$ cat src/rtl/core/awar_pkg.sv
`timescale 1ns / 1ps
// ----------------------------------------------------------------------------
// awar_pkg
// Shared types and constants of the area-weighted audio resampler.
// ----------------------------------------------------------------------------
package awar_pkg;

    localparam int DEF_FRACTION_BITS = 9;
    localparam int SAMPLE_W          = 16;
    localparam int RATIO_W           = 15;
    localparam int CNT_W             = 6;
    localparam int MAX_UNITS         = 63;
    localparam int Q_DEPTH           = 2;

    typedef enum logic [1:0] {
        MODE_DOWN,
        MODE_UNITY,
        MODE_UP
    } mode_t;

    typedef enum logic [1:0] {
        FS_IDLE,
        FS_MUL1,
        FS_MUL2,
        FS_UPD
    } front_state_t;

    typedef struct packed {
        logic                       first_vld;
        logic signed [SAMPLE_W-1:0] first_val;
        logic signed [SAMPLE_W-1:0] rpt_val;
        logic [CNT_W-1:0]           rpt_cnt;
        logic                       last;
    } entry_t;

    typedef struct packed {
        logic full;
        logic empty;
    } q_stat_t;

endpackage

$ cat src/rtl/core/awar_if.sv
`timescale 1ns / 1ps
// ----------------------------------------------------------------------------
// awar_if
// Valid/ready channels of the resampler: input, output and ratio write.
// ----------------------------------------------------------------------------
interface awar_in_if;
    logic                                 valid;
    logic                                 ready;
    logic signed [awar_pkg::SAMPLE_W-1:0] in_sample;
    logic                                 is_last;

    modport source (output valid, output in_sample, output is_last, input ready);
    modport sink (input valid, input in_sample, input is_last, output ready);
endinterface

interface awar_out_if;
    logic                                 valid;
    logic                                 ready;
    logic signed [awar_pkg::SAMPLE_W-1:0] out_sample;
    logic                                 out_last;

    modport source (output valid, output out_sample, output out_last, input ready);
    modport sink (input valid, input out_sample, input out_last, output ready);
endinterface

interface awar_cfg_if;
    logic                          valid;
    logic                          ready;
    logic [awar_pkg::RATIO_W-1:0]  step_ratio;

    modport source (output valid, output step_ratio, input ready);
    modport sink (input valid, input step_ratio, output ready);
endinterface

$ cat src/rtl/core/awar_front.sv
`timescale 1ns / 1ps
// ----------------------------------------------------------------------------
// awar_front
// Accepts samples, runs the area weighting through one shared multiplier,
// updates the run state and queues a descriptor when a sample yields words.
// ----------------------------------------------------------------------------
module awar_front #(
    parameter int FRACTION_BITS = awar_pkg::DEF_FRACTION_BITS
) (
    input  logic             clk,
    input  logic             rst_n,
    awar_in_if.sink          src,
    awar_cfg_if.sink         cfg,
    output logic             push,
    output awar_pkg::entry_t push_data,
    input  awar_pkg::q_stat_t q_stat
);

    localparam int FB    = FRACTION_BITS;
    localparam int W_W   = FB + 1;
    localparam int ACC_W = awar_pkg::SAMPLE_W + FB;
    localparam int EFF_W = (FB + 6 > awar_pkg::RATIO_W) ? FB + 6 : awar_pkg::RATIO_W;
    localparam int SW    = awar_pkg::SAMPLE_W;
    localparam int CW    = awar_pkg::CNT_W;

    localparam logic [EFF_W-1:0] UNITY     = {{(EFF_W-FB-1){1'b0}}, 1'b1, {FB{1'b0}}};
    localparam logic [EFF_W-1:0] MAX_RATIO = EFF_W'(awar_pkg::MAX_UNITS) << FB;
    localparam logic [W_W-1:0]   UNITY_W   = {1'b1, {FB{1'b0}}};

    awar_pkg::front_state_t state_reg, state_next;
    awar_pkg::mode_t        mode_reg;
    awar_pkg::mode_t        cfg_mode;

    logic [EFF_W-1:0]        ratio_reg;
    logic [W_W-1:0]          rem_reg;
    logic signed [ACC_W-1:0] acc_reg;
    logic signed [SW-1:0]    held_reg;
    logic signed [SW-1:0]    smp_reg;
    logic                    last_reg;
    logic signed [ACC_W-1:0] p1_reg;
    logic signed [ACC_W-1:0] p2_reg;

    logic [EFF_W-1:0]        cfg_eff;
    logic [EFF_W-1:0]        frac;
    logic [EFF_W-1:0]        tot;
    logic [W_W-1:0]          r_w;
    logic [W_W-1:0]          take;
    logic                    fill;
    logic signed [SW-1:0]    mul_a;
    logic [W_W-1:0]          mul_w;
    logic signed [SW+W_W:0]  prod_full;
    logic signed [ACC_W-1:0] prod;
    logic signed [ACC_W-1:0] sum;
    logic signed [ACC_W-1:0] blend;

    logic                    need;
    logic                    upd_done;
    awar_pkg::entry_t        ent;
    logic [W_W-1:0]          rem_n;
    logic signed [ACC_W-1:0] acc_n;
    logic signed [SW-1:0]    held_n;

    // ratio register decode
    always_comb
    begin
        cfg_eff = (EFF_W'(cfg.step_ratio) > MAX_RATIO) ? MAX_RATIO : EFF_W'(cfg.step_ratio);
        if (cfg_eff < UNITY)
        begin
            cfg_mode = awar_pkg::MODE_DOWN;
        end
        else if (cfg_eff == UNITY)
        begin
            cfg_mode = awar_pkg::MODE_UNITY;
        end
        else
        begin
            cfg_mode = awar_pkg::MODE_UP;
        end
    end

    assign cfg.ready = 1'b1;

    assign r_w  = ratio_reg[W_W-1:0];
    assign fill = EFF_W'(rem_reg) <= ratio_reg;
    assign frac = ratio_reg - EFF_W'(rem_reg);
    assign take = UNITY_W - rem_reg;
    assign tot  = ratio_reg - EFF_W'(take);

    // shared multiplier operands
    always_comb
    begin
        mul_a = smp_reg;
        mul_w = take;
        if (state_reg == awar_pkg::FS_MUL1)
        begin
            if (mode_reg == awar_pkg::MODE_DOWN)
            begin
                mul_w = fill ? rem_reg : r_w;
            end
            else
            begin
                mul_a = held_reg;
                mul_w = rem_reg;
            end
        end
        else if (mode_reg == awar_pkg::MODE_DOWN)
        begin
            mul_w = frac[W_W-1:0];
        end
    end

    assign prod_full = mul_a * $signed({1'b0, mul_w});
    assign prod      = prod_full[ACC_W-1:0];
    assign sum       = acc_reg + p1_reg;
    assign blend     = p1_reg + p2_reg;

    // state update and result descriptor
    always_comb
    begin
        ent           = '0;
        ent.last      = last_reg;
        rem_n         = rem_reg;
        acc_n         = acc_reg;
        held_n        = held_reg;
        need          = 1'b1;
        unique case (mode_reg)
            awar_pkg::MODE_DOWN:
            begin
                if (fill)
                begin
                    rem_n = UNITY_W - frac[W_W-1:0];
                    acc_n = p2_reg;
                end
                else
                begin
                    rem_n = rem_reg - r_w;
                    acc_n = sum;
                end
                ent.first_vld = fill;
                ent.first_val = sum[FB +: SW];
                ent.rpt_val   = acc_n[FB +: SW];
                ent.rpt_cnt   = CW'(last_reg && (rem_n != UNITY_W));
                need          = fill || (last_reg && (rem_n != UNITY_W));
            end
            awar_pkg::MODE_UP:
            begin
                rem_n         = {1'b0, tot[FB-1:0]};
                held_n        = smp_reg;
                ent.first_vld = 1'b1;
                ent.first_val = blend[FB +: SW];
                ent.rpt_val   = smp_reg;
                ent.rpt_cnt   = tot[FB +: CW] + CW'(last_reg && (rem_n != '0));
            end
            default:
            begin
                ent.first_vld = 1'b1;
                ent.first_val = smp_reg;
                ent.rpt_val   = smp_reg;
            end
        endcase
    end

    always_comb
    begin
        state_next = state_reg;
        unique case (state_reg)
            awar_pkg::FS_IDLE:
            begin
                if (src.valid)
                begin
                    state_next = awar_pkg::FS_MUL1;
                end
            end
            awar_pkg::FS_MUL1: state_next = awar_pkg::FS_MUL2;
            awar_pkg::FS_MUL2: state_next = awar_pkg::FS_UPD;
            awar_pkg::FS_UPD:
            begin
                if (upd_done)
                begin
                    state_next = awar_pkg::FS_IDLE;
                end
            end
        endcase
    end

    always_comb
    begin
        src.ready = 1'b0;
        push      = 1'b0;
        upd_done  = 1'b0;
        unique case (state_reg)
            awar_pkg::FS_IDLE: src.ready = 1'b1;
            awar_pkg::FS_UPD:
            begin
                push     = need && !q_stat.full;
                upd_done = !need || !q_stat.full;
            end
            default:
            begin
            end
        endcase
    end

    assign push_data = ent;

    always_ff @(posedge clk or negedge rst_n)
    begin
        if (!rst_n)
        begin
            state_reg <= awar_pkg::FS_IDLE;
            ratio_reg <= UNITY;
            mode_reg  <= awar_pkg::MODE_UNITY;
            rem_reg   <= '0;
            acc_reg   <= '0;
            held_reg  <= '0;
        end
        else
        begin
            state_reg <= state_next;
            if (cfg.valid)
            begin
                ratio_reg <= cfg_eff;
                mode_reg  <= cfg_mode;
                rem_reg   <= (cfg_mode == awar_pkg::MODE_DOWN) ? UNITY_W : '0;
                acc_reg   <= '0;
                held_reg  <= '0;
            end
            else if (upd_done)
            begin
                if (last_reg)
                begin
                    rem_reg  <= (mode_reg == awar_pkg::MODE_DOWN) ? UNITY_W : '0;
                    acc_reg  <= '0;
                    held_reg <= '0;
                end
                else
                begin
                    rem_reg  <= rem_n;
                    acc_reg  <= acc_n;
                    held_reg <= held_n;
                end
            end
        end
    end

    always_ff @(posedge clk)
    begin
        if (src.valid && src.ready)
        begin
            smp_reg  <= src.in_sample;
            last_reg <= src.is_last;
        end
        if (state_reg == awar_pkg::FS_MUL1)
        begin
            p1_reg <= prod;
        end
        if (state_reg == awar_pkg::FS_MUL2)
        begin
            p2_reg <= prod;
        end
    end

    a_down_rem_nonzero: assert property (@(posedge clk) disable iff (!rst_n)
        mode_reg == awar_pkg::MODE_DOWN |-> rem_reg != '0)
        else $error("downsampler slot remainder reached zero");

    a_up_rem_below_unity: assert property (@(posedge clk) disable iff (!rst_n)
        mode_reg == awar_pkg::MODE_UP |-> !rem_reg[FB])
        else $error("upsampler remainder not below unity");

    a_push_has_word: assert property (@(posedge clk) disable iff (!rst_n)
        push |-> (push_data.first_vld || push_data.rpt_cnt != '0))
        else $error("queued descriptor carries no word");

endmodule

$ cat src/rtl/core/awar_queue.sv
`timescale 1ns / 1ps
// ----------------------------------------------------------------------------
// awar_queue
// Short FIFO of result descriptors between front and back.
// ----------------------------------------------------------------------------
module awar_queue (
    input  logic              clk,
    input  logic              rst_n,
    input  logic              push,
    input  awar_pkg::entry_t  push_data,
    input  logic              pop,
    output awar_pkg::entry_t  pop_data,
    output awar_pkg::q_stat_t stat
);

    localparam int PTR_W = $clog2(awar_pkg::Q_DEPTH);
    localparam int CNT_W = $clog2(awar_pkg::Q_DEPTH + 1);

    awar_pkg::entry_t mem_reg [awar_pkg::Q_DEPTH];
    logic [PTR_W-1:0] wr_ptr_reg;
    logic [PTR_W-1:0] rd_ptr_reg;
    logic [CNT_W-1:0] cnt_reg;

    assign stat.full  = cnt_reg == CNT_W'(awar_pkg::Q_DEPTH);
    assign stat.empty = cnt_reg == '0;
    assign pop_data   = mem_reg[rd_ptr_reg];

    always_ff @(posedge clk or negedge rst_n)
    begin
        if (!rst_n)
        begin
            wr_ptr_reg <= '0;
            rd_ptr_reg <= '0;
            cnt_reg    <= '0;
        end
        else
        begin
            if (push)
            begin
                wr_ptr_reg <= wr_ptr_reg + PTR_W'(1);
            end
            if (pop)
            begin
                rd_ptr_reg <= rd_ptr_reg + PTR_W'(1);
            end
            if (push && !pop)
            begin
                cnt_reg <= cnt_reg + CNT_W'(1);
            end
            else if (pop && !push)
            begin
                cnt_reg <= cnt_reg - CNT_W'(1);
            end
        end
    end

    always_ff @(posedge clk)
    begin
        if (push)
        begin
            mem_reg[wr_ptr_reg] <= push_data;
        end
    end

    a_no_overflow: assert property (@(posedge clk) disable iff (!rst_n)
        push |-> !stat.full)
        else $error("descriptor queue overflow");

    a_no_underflow: assert property (@(posedge clk) disable iff (!rst_n)
        pop |-> !stat.empty)
        else $error("descriptor queue underflow");

endmodule

$ cat src/rtl/core/awar_back.sv
`timescale 1ns / 1ps
// ----------------------------------------------------------------------------
// awar_back
// Expands descriptors into output words: the leading word, then repeats.
// ----------------------------------------------------------------------------
module awar_back (
    input  logic              clk,
    input  logic              rst_n,
    input  awar_pkg::entry_t  pop_data,
    input  awar_pkg::q_stat_t q_stat,
    output logic              pop,
    awar_out_if.source        dst
);

    localparam int SW = awar_pkg::SAMPLE_W;
    localparam int CW = awar_pkg::CNT_W;

    logic                 cur_vld_reg;
    logic                 first_pend_reg;
    logic [CW-1:0]        rpt_cnt_reg;
    logic signed [SW-1:0] first_val_reg;
    logic signed [SW-1:0] rpt_val_reg;
    logic                 last_reg;
    logic                 is_final;
    logic                 fire;

    assign is_final = first_pend_reg ? (rpt_cnt_reg == '0) : (rpt_cnt_reg == CW'(1));
    assign fire     = cur_vld_reg && dst.ready;
    assign pop      = !q_stat.empty && (!cur_vld_reg || (fire && is_final));

    assign dst.valid      = cur_vld_reg;
    assign dst.out_sample = first_pend_reg ? first_val_reg : rpt_val_reg;
    assign dst.out_last   = last_reg && is_final;

    always_ff @(posedge clk or negedge rst_n)
    begin
        if (!rst_n)
        begin
            cur_vld_reg    <= 1'b0;
            first_pend_reg <= 1'b0;
            rpt_cnt_reg    <= '0;
        end
        else if (pop)
        begin
            cur_vld_reg    <= 1'b1;
            first_pend_reg <= pop_data.first_vld;
            rpt_cnt_reg    <= pop_data.rpt_cnt;
        end
        else if (fire && is_final)
        begin
            cur_vld_reg <= 1'b0;
        end
        else if (fire)
        begin
            if (first_pend_reg)
            begin
                first_pend_reg <= 1'b0;
            end
            else
            begin
                rpt_cnt_reg <= rpt_cnt_reg - CW'(1);
            end
        end
    end

    always_ff @(posedge clk)
    begin
        if (pop)
        begin
            first_val_reg <= pop_data.first_val;
            rpt_val_reg   <= pop_data.rpt_val;
            last_reg      <= pop_data.last;
        end
    end

endmodule

$ cat src/rtl/core/area_weighted_audio_resampler_unit.sv
`timescale 1ns / 1ps
// ----------------------------------------------------------------------------
// area_weighted_audio_resampler_unit
// Box-filter sample rate converter for signed 16-bit audio.
// ----------------------------------------------------------------------------
// The front accepts a sample, makes two passes through its single shared
// multiplier and updates the run state (stalling while the queue is full)
// before it takes the next, and queues a descriptor of the words that sample
// causes; the back sends them at one per cycle while the output is ready, so
// an N-word upsampling sample holds the output while a 2-deep queue lets the
// front go on. A ratio write restarts the run and is accepted at once, so it
// must only be sent while the block is idle. No clearing pass follows reset.
module area_weighted_audio_resampler_unit #(
    parameter int FRACTION_BITS = awar_pkg::DEF_FRACTION_BITS
) (
    input  logic        clk,
    input  logic        rst_n,
    awar_in_if.sink     src,
    awar_out_if.source  dst,
    awar_cfg_if.sink    cfg
);

    logic              push;
    logic              pop;
    awar_pkg::entry_t  push_data;
    awar_pkg::entry_t  pop_data;
    awar_pkg::q_stat_t q_stat;

    awar_front #(
        .FRACTION_BITS (FRACTION_BITS)
    ) u_front (
        .clk       (clk),
        .rst_n     (rst_n),
        .src       (src),
        .cfg       (cfg),
        .push      (push),
        .push_data (push_data),
        .q_stat    (q_stat)
    );

    awar_queue u_queue (
        .clk       (clk),
        .rst_n     (rst_n),
        .push      (push),
        .push_data (push_data),
        .pop       (pop),
        .pop_data  (pop_data),
        .stat      (q_stat)
    );

    awar_back u_back (
        .clk      (clk),
        .rst_n    (rst_n),
        .pop_data (pop_data),
        .q_stat   (q_stat),
        .pop      (pop),
        .dst      (dst)
    );

endmodule
$ cat src/flat_wrapper.sv
// flat-port wrapper written by rule: the top's interface ports become plain ports
module area_weighted_audio_resampler_unit_flat 
#(
    parameter int FRACTION_BITS = awar_pkg::DEF_FRACTION_BITS
)
  (clk, rst_n, src_valid, src_in_sample, src_is_last, src_ready, dst_valid, dst_out_sample, dst_out_last, dst_ready, cfg_valid, cfg_step_ratio, cfg_ready);
  awar_in_if src_i ();
  awar_out_if dst_i ();
  awar_cfg_if cfg_i ();
  input  logic clk;
  input  logic rst_n;
  input wire logic [$bits(src_i.valid)-1:0] src_valid;
  input wire logic [$bits(src_i.in_sample)-1:0] src_in_sample;
  input wire logic [$bits(src_i.is_last)-1:0] src_is_last;
  output wire logic [$bits(src_i.ready)-1:0] src_ready;
  output wire logic [$bits(dst_i.valid)-1:0] dst_valid;
  output wire logic [$bits(dst_i.out_sample)-1:0] dst_out_sample;
  output wire logic [$bits(dst_i.out_last)-1:0] dst_out_last;
  input wire logic [$bits(dst_i.ready)-1:0] dst_ready;
  input wire logic [$bits(cfg_i.valid)-1:0] cfg_valid;
  input wire logic [$bits(cfg_i.step_ratio)-1:0] cfg_step_ratio;
  output wire logic [$bits(cfg_i.ready)-1:0] cfg_ready;
  assign src_i.valid = src_valid;
  assign src_i.in_sample = src_in_sample;
  assign src_i.is_last = src_is_last;
  assign src_ready = src_i.ready;
  assign dst_valid = dst_i.valid;
  assign dst_out_sample = dst_i.out_sample;
  assign dst_out_last = dst_i.out_last;
  assign dst_i.ready = dst_ready;
  assign cfg_i.valid = cfg_valid;
  assign cfg_i.step_ratio = cfg_step_ratio;
  assign cfg_ready = cfg_i.ready;
  area_weighted_audio_resampler_unit #(.FRACTION_BITS(FRACTION_BITS)) u_core (.clk(clk), .rst_n(rst_n), .src(src_i), .dst(dst_i), .cfg(cfg_i));
endmodule
$ cat config.mk
export PLATFORM = sky130hd
export DESIGN_NAME = area_weighted_audio_resampler_unit_flat
export DESIGN_NICKNAME = d
export VERILOG_FILES = /design/src/rtl/core/awar_pkg.sv /design/src/rtl/core/awar_if.sv /design/src/rtl/core/awar_front.sv /design/src/rtl/core/awar_queue.sv /design/src/rtl/core/awar_back.sv /design/src/rtl/core/area_weighted_audio_resampler_unit.sv /design/src/flat_wrapper.sv
export SDC_FILE = /design/constraint.sdc
export NUM_CORES = 1
export LEC_CHECK = 0
export BUFFER_PORTS_ARGS = -buffer_cell sky130_fd_sc_hd__buf_2
export CORE_AREA = 10 10 196 198
export DETAILED_ROUTE_END_ITERATION = 10
export DIE_AREA = 0 0 206 208
export PLACE_DENSITY = 0.74
export RECOVER_POWER = 25
export SYNTH_ARGS = -nofsm -noshare
export SYNTH_HDL_FRONTEND = slang
export SYNTH_SLANG_ARGS = --single-unit
$ cat constraint.sdc
create_clock -name clk -period 16.98 [get_ports clk]
set_input_delay 1.698 -clock clk [delete_from_list [all_inputs] [get_ports clk]]
set_output_delay 1.698 -clock clk [all_outputs]
set_load 0.02 [all_outputs]
==> results.sh <==
export IMPL_syn_cell_area_mm2=0.0204
export IMPL_area_growth_pct=8.66
export IMPL_ioPinCount=57
export IMPL_failed_checks="capacitance limit, slew limit"
export IMPL_grt_first_pass_wirelength_mm=82.1
export IMPL_finalSetupTns_ns=0
export IMPL_final_cell_mix="inv_1 (234), nand2_1 (211), edfxtp_1 (180)"
export IMPL_vias=15000
export IMPL_die_height_um=208
export IMPL_drive_above_1_share_pct=10.8
export IMPL_ys_seq_area_share_pct=36.6
export IMPL_clock_fmax_mhz=105
export IMPL_synth_nets=2312
export IMPL_gr_total_overflow=0
export IMPL_dr_pass1_iters=7
export IMPL_initial_core_util_pct=59.3
export IMPL_syn_avg_cell_area_um2=10.2
export IMPL_clock_skew_ns=0.0110
export IMPL_rows=68
export IMPL_min_period_ns=9.49
export IMPL_largest_reg_flops=80
export IMPL_clk_latency_ns=0.56
export IMPL_viasPerCell=5.95
export IMPL_max_stage_delay_ns=0.76
export IMPL_rsz0062_at_grt="no"
export IMPL_status="complete, but fails checks"
export IMPL_fin_crit_sh_pct=55.9
export IMPL_ctsResizeCount=0
export IMPL_yosysUniqueCellTypes=86
export IMPL_path_clk_slew_ns=0.06
export IMPL_hold_start="u_core.u_front.acc_reg[4]"
export IMPL_crit_path_start="u_core.u_front.rem_reg[4]"
export IMPL_startpoint_type="flop"
export IMPL_synthFlopType="edfxtp_1"
export IMPL_routed_wl_mm=51.4
export IMPL_hold_violations=0
export IMPL_dieArea_mm2=0.0428
export IMPL_synthCells=1992
export IMPL_wl_per_cell_um=20.4
export IMPL_hold_path_class="flop to flop"
export IMPL_timing_rr_start="u_core.u_front.rem_reg[4]"
export IMPL_diodes=0
export IMPL_cts_tree="done"
export IMPL_slew_violations=127
export IMPL_detailed_place_hpwl_mm=39.2
export IMPL_worst_slew_pin_slew_ns=2.59
export IMPL_layout_nets=2359
export IMPL_crit_required_ns=17.27
export IMPL_synth_seq_cells=262
export IMPL_cp_max_fo=33
export IMPL_cts_buffers=29
export IMPL_yosys_warnings=0
export IMPL_final_common_cell="inv_1"
export IMPL_setup_viol=0
export IMPL_io_buffers=55
export IMPL_grt_max_degree=69
export IMPL_first_iter_violations=1422
export IMPL_routabilityCongestion=0.975
export IMPL_drtAntennaViolNets=0
export IMPL_cts_sinks=262
export IMPL_h_tree_depth=1
export IMPL_die_width_um=206
export IMPL_async_flop_share_pct=31.3
export IMPL_core_area_mm2=0.0344
export IMPL_cp_arrival_ns=9.78
export IMPL_cts_hold_buf=0
export IMPL_synth_edf_count=180
export IMPL_clockBufferDepth=3
export IMPL_relSlewSlack_pct=-72.9
export IMPL_cp_top_family="adder cells"
export IMPL_antenna_found_initial=0
export IMPL_slowest_stage="a2111oi_0"
export IMPL_maxCapViolCount=3
export IMPL_grt_total_usage_pct=23.9
export IMPL_cts_root_buf="clkbuf_16"
export IMPL_postCtsSetupBuffers=0
export IMPL_worstSetupPathType="flop to flop"
export IMPL_end_kind="flop"
export IMPL_drc=0
export IMPL_worst_path_buf_inv=5
export IMPL_grt_pass1_vias=15000
==> worst min-delay path: stages (launching register included) <==
cell,delay (ns)
dfrtp_1,0.35
nand2_1,0.05
o21ai_0,0.06
==> synthesized netlist by cell type (all sizes together) (21+ instances only) <==
master | number | area, um^2
nand3 | 21 | 105
mux2i | 41 | 410
a21o | 27 | 203
nor2 | 178 | 671
inv | 234 | 878
buf | 23 | 103
nand2 | 211 | 792
o21ai | 94 | 474
a22o | 27 | 236
ha | 142 | 1780
clkbuf | 41 | 154
fa | 141 | 2820
edfxtp | 180 | 5410
mux2 | 76 | 856
xnor2 | 75 | 657
nor3 | 29 | 145
xor2 | 39 | 342
a21oi | 98 | 502
dfrtp | 80 | 2000
==> logic make-up after synthesis <==
kind of cell	count (synthesis)	synth area share [%]
buffers and inverters	299	5.59
DFF	262	36.6
xor gates and xnor gates	115	5.01
and+or+nand+nor	538	11.7
other	1	0.0184
muxes	117	6.22
AOI/OAI and AO/OA	377	12.3
adders and majority gates	283	22.6
==> final timing paths <==
check	to	slack, ns	depth (start not counted)
setup reg to reg	u_core.u_front.p2_reg[23]	7.49	31
hold / removal	u_core.u_front.acc_reg[4]	0.49	2
min in group asynchronous	u_core.u_back.rpt_cnt_reg[3]	1.23	1
setup / recovery	u_core.u_front.p2_reg[23]	7.49	31
hold reg to reg	u_core.u_front.acc_reg[4]	0.49	2
max in group asynchronous	u_core.u_front.held_reg[1]	14.17	2
==> through the flow <==
stage | worst slack [ns] | std cells | utilization (%) | hold WS (ns) | instance area (um^2)
after floorplan | 8.82 | 1992 | - | 0.455 | 20400
after global placement | 7.85 | 2463 | 61.6 | 0.473 | 21200
after detailed placement | 7.61 | 2463 | 61.6 | 0.483 | 21200
after CTS | 7.54 | 2516 | 64.5 | 0.497 | 22200
after global routing | 6.71 | 2516 | 64.4 | 0.529 | 22100
final | 7.49 | 2516 | 64.4 | 0.493 | 22100
==> per-layer routing <==
layer | wire length, um | up-vias | track usage, %
met3 | 4080 | 94 | 3.87
met5 | 0 | - | 0
li1 | - | 6962 | -
met4 | 1290 | 0 | 6.27
met2 | 23600 | 551 | 37.3
met1 | 22500 | 7369 | 33.8
==> final cells by class <==
type | instances | area (um^2)
Clock buffer | 32 | 757
Clock inverter | 21 | 228
Fill cell | 2716 | 12200
Inverter | 235 | 882
Multi-Input combinational cell | 1431 | 11800
Sequential cell | 262 | 7460
Tap cell | 455 | 569
Timing Repair Buffer | 80 | 445
Power is left out: the tool's default activity adds up to more than one toggle a clock period on the data nets, which glitch-free logic cannot reach.
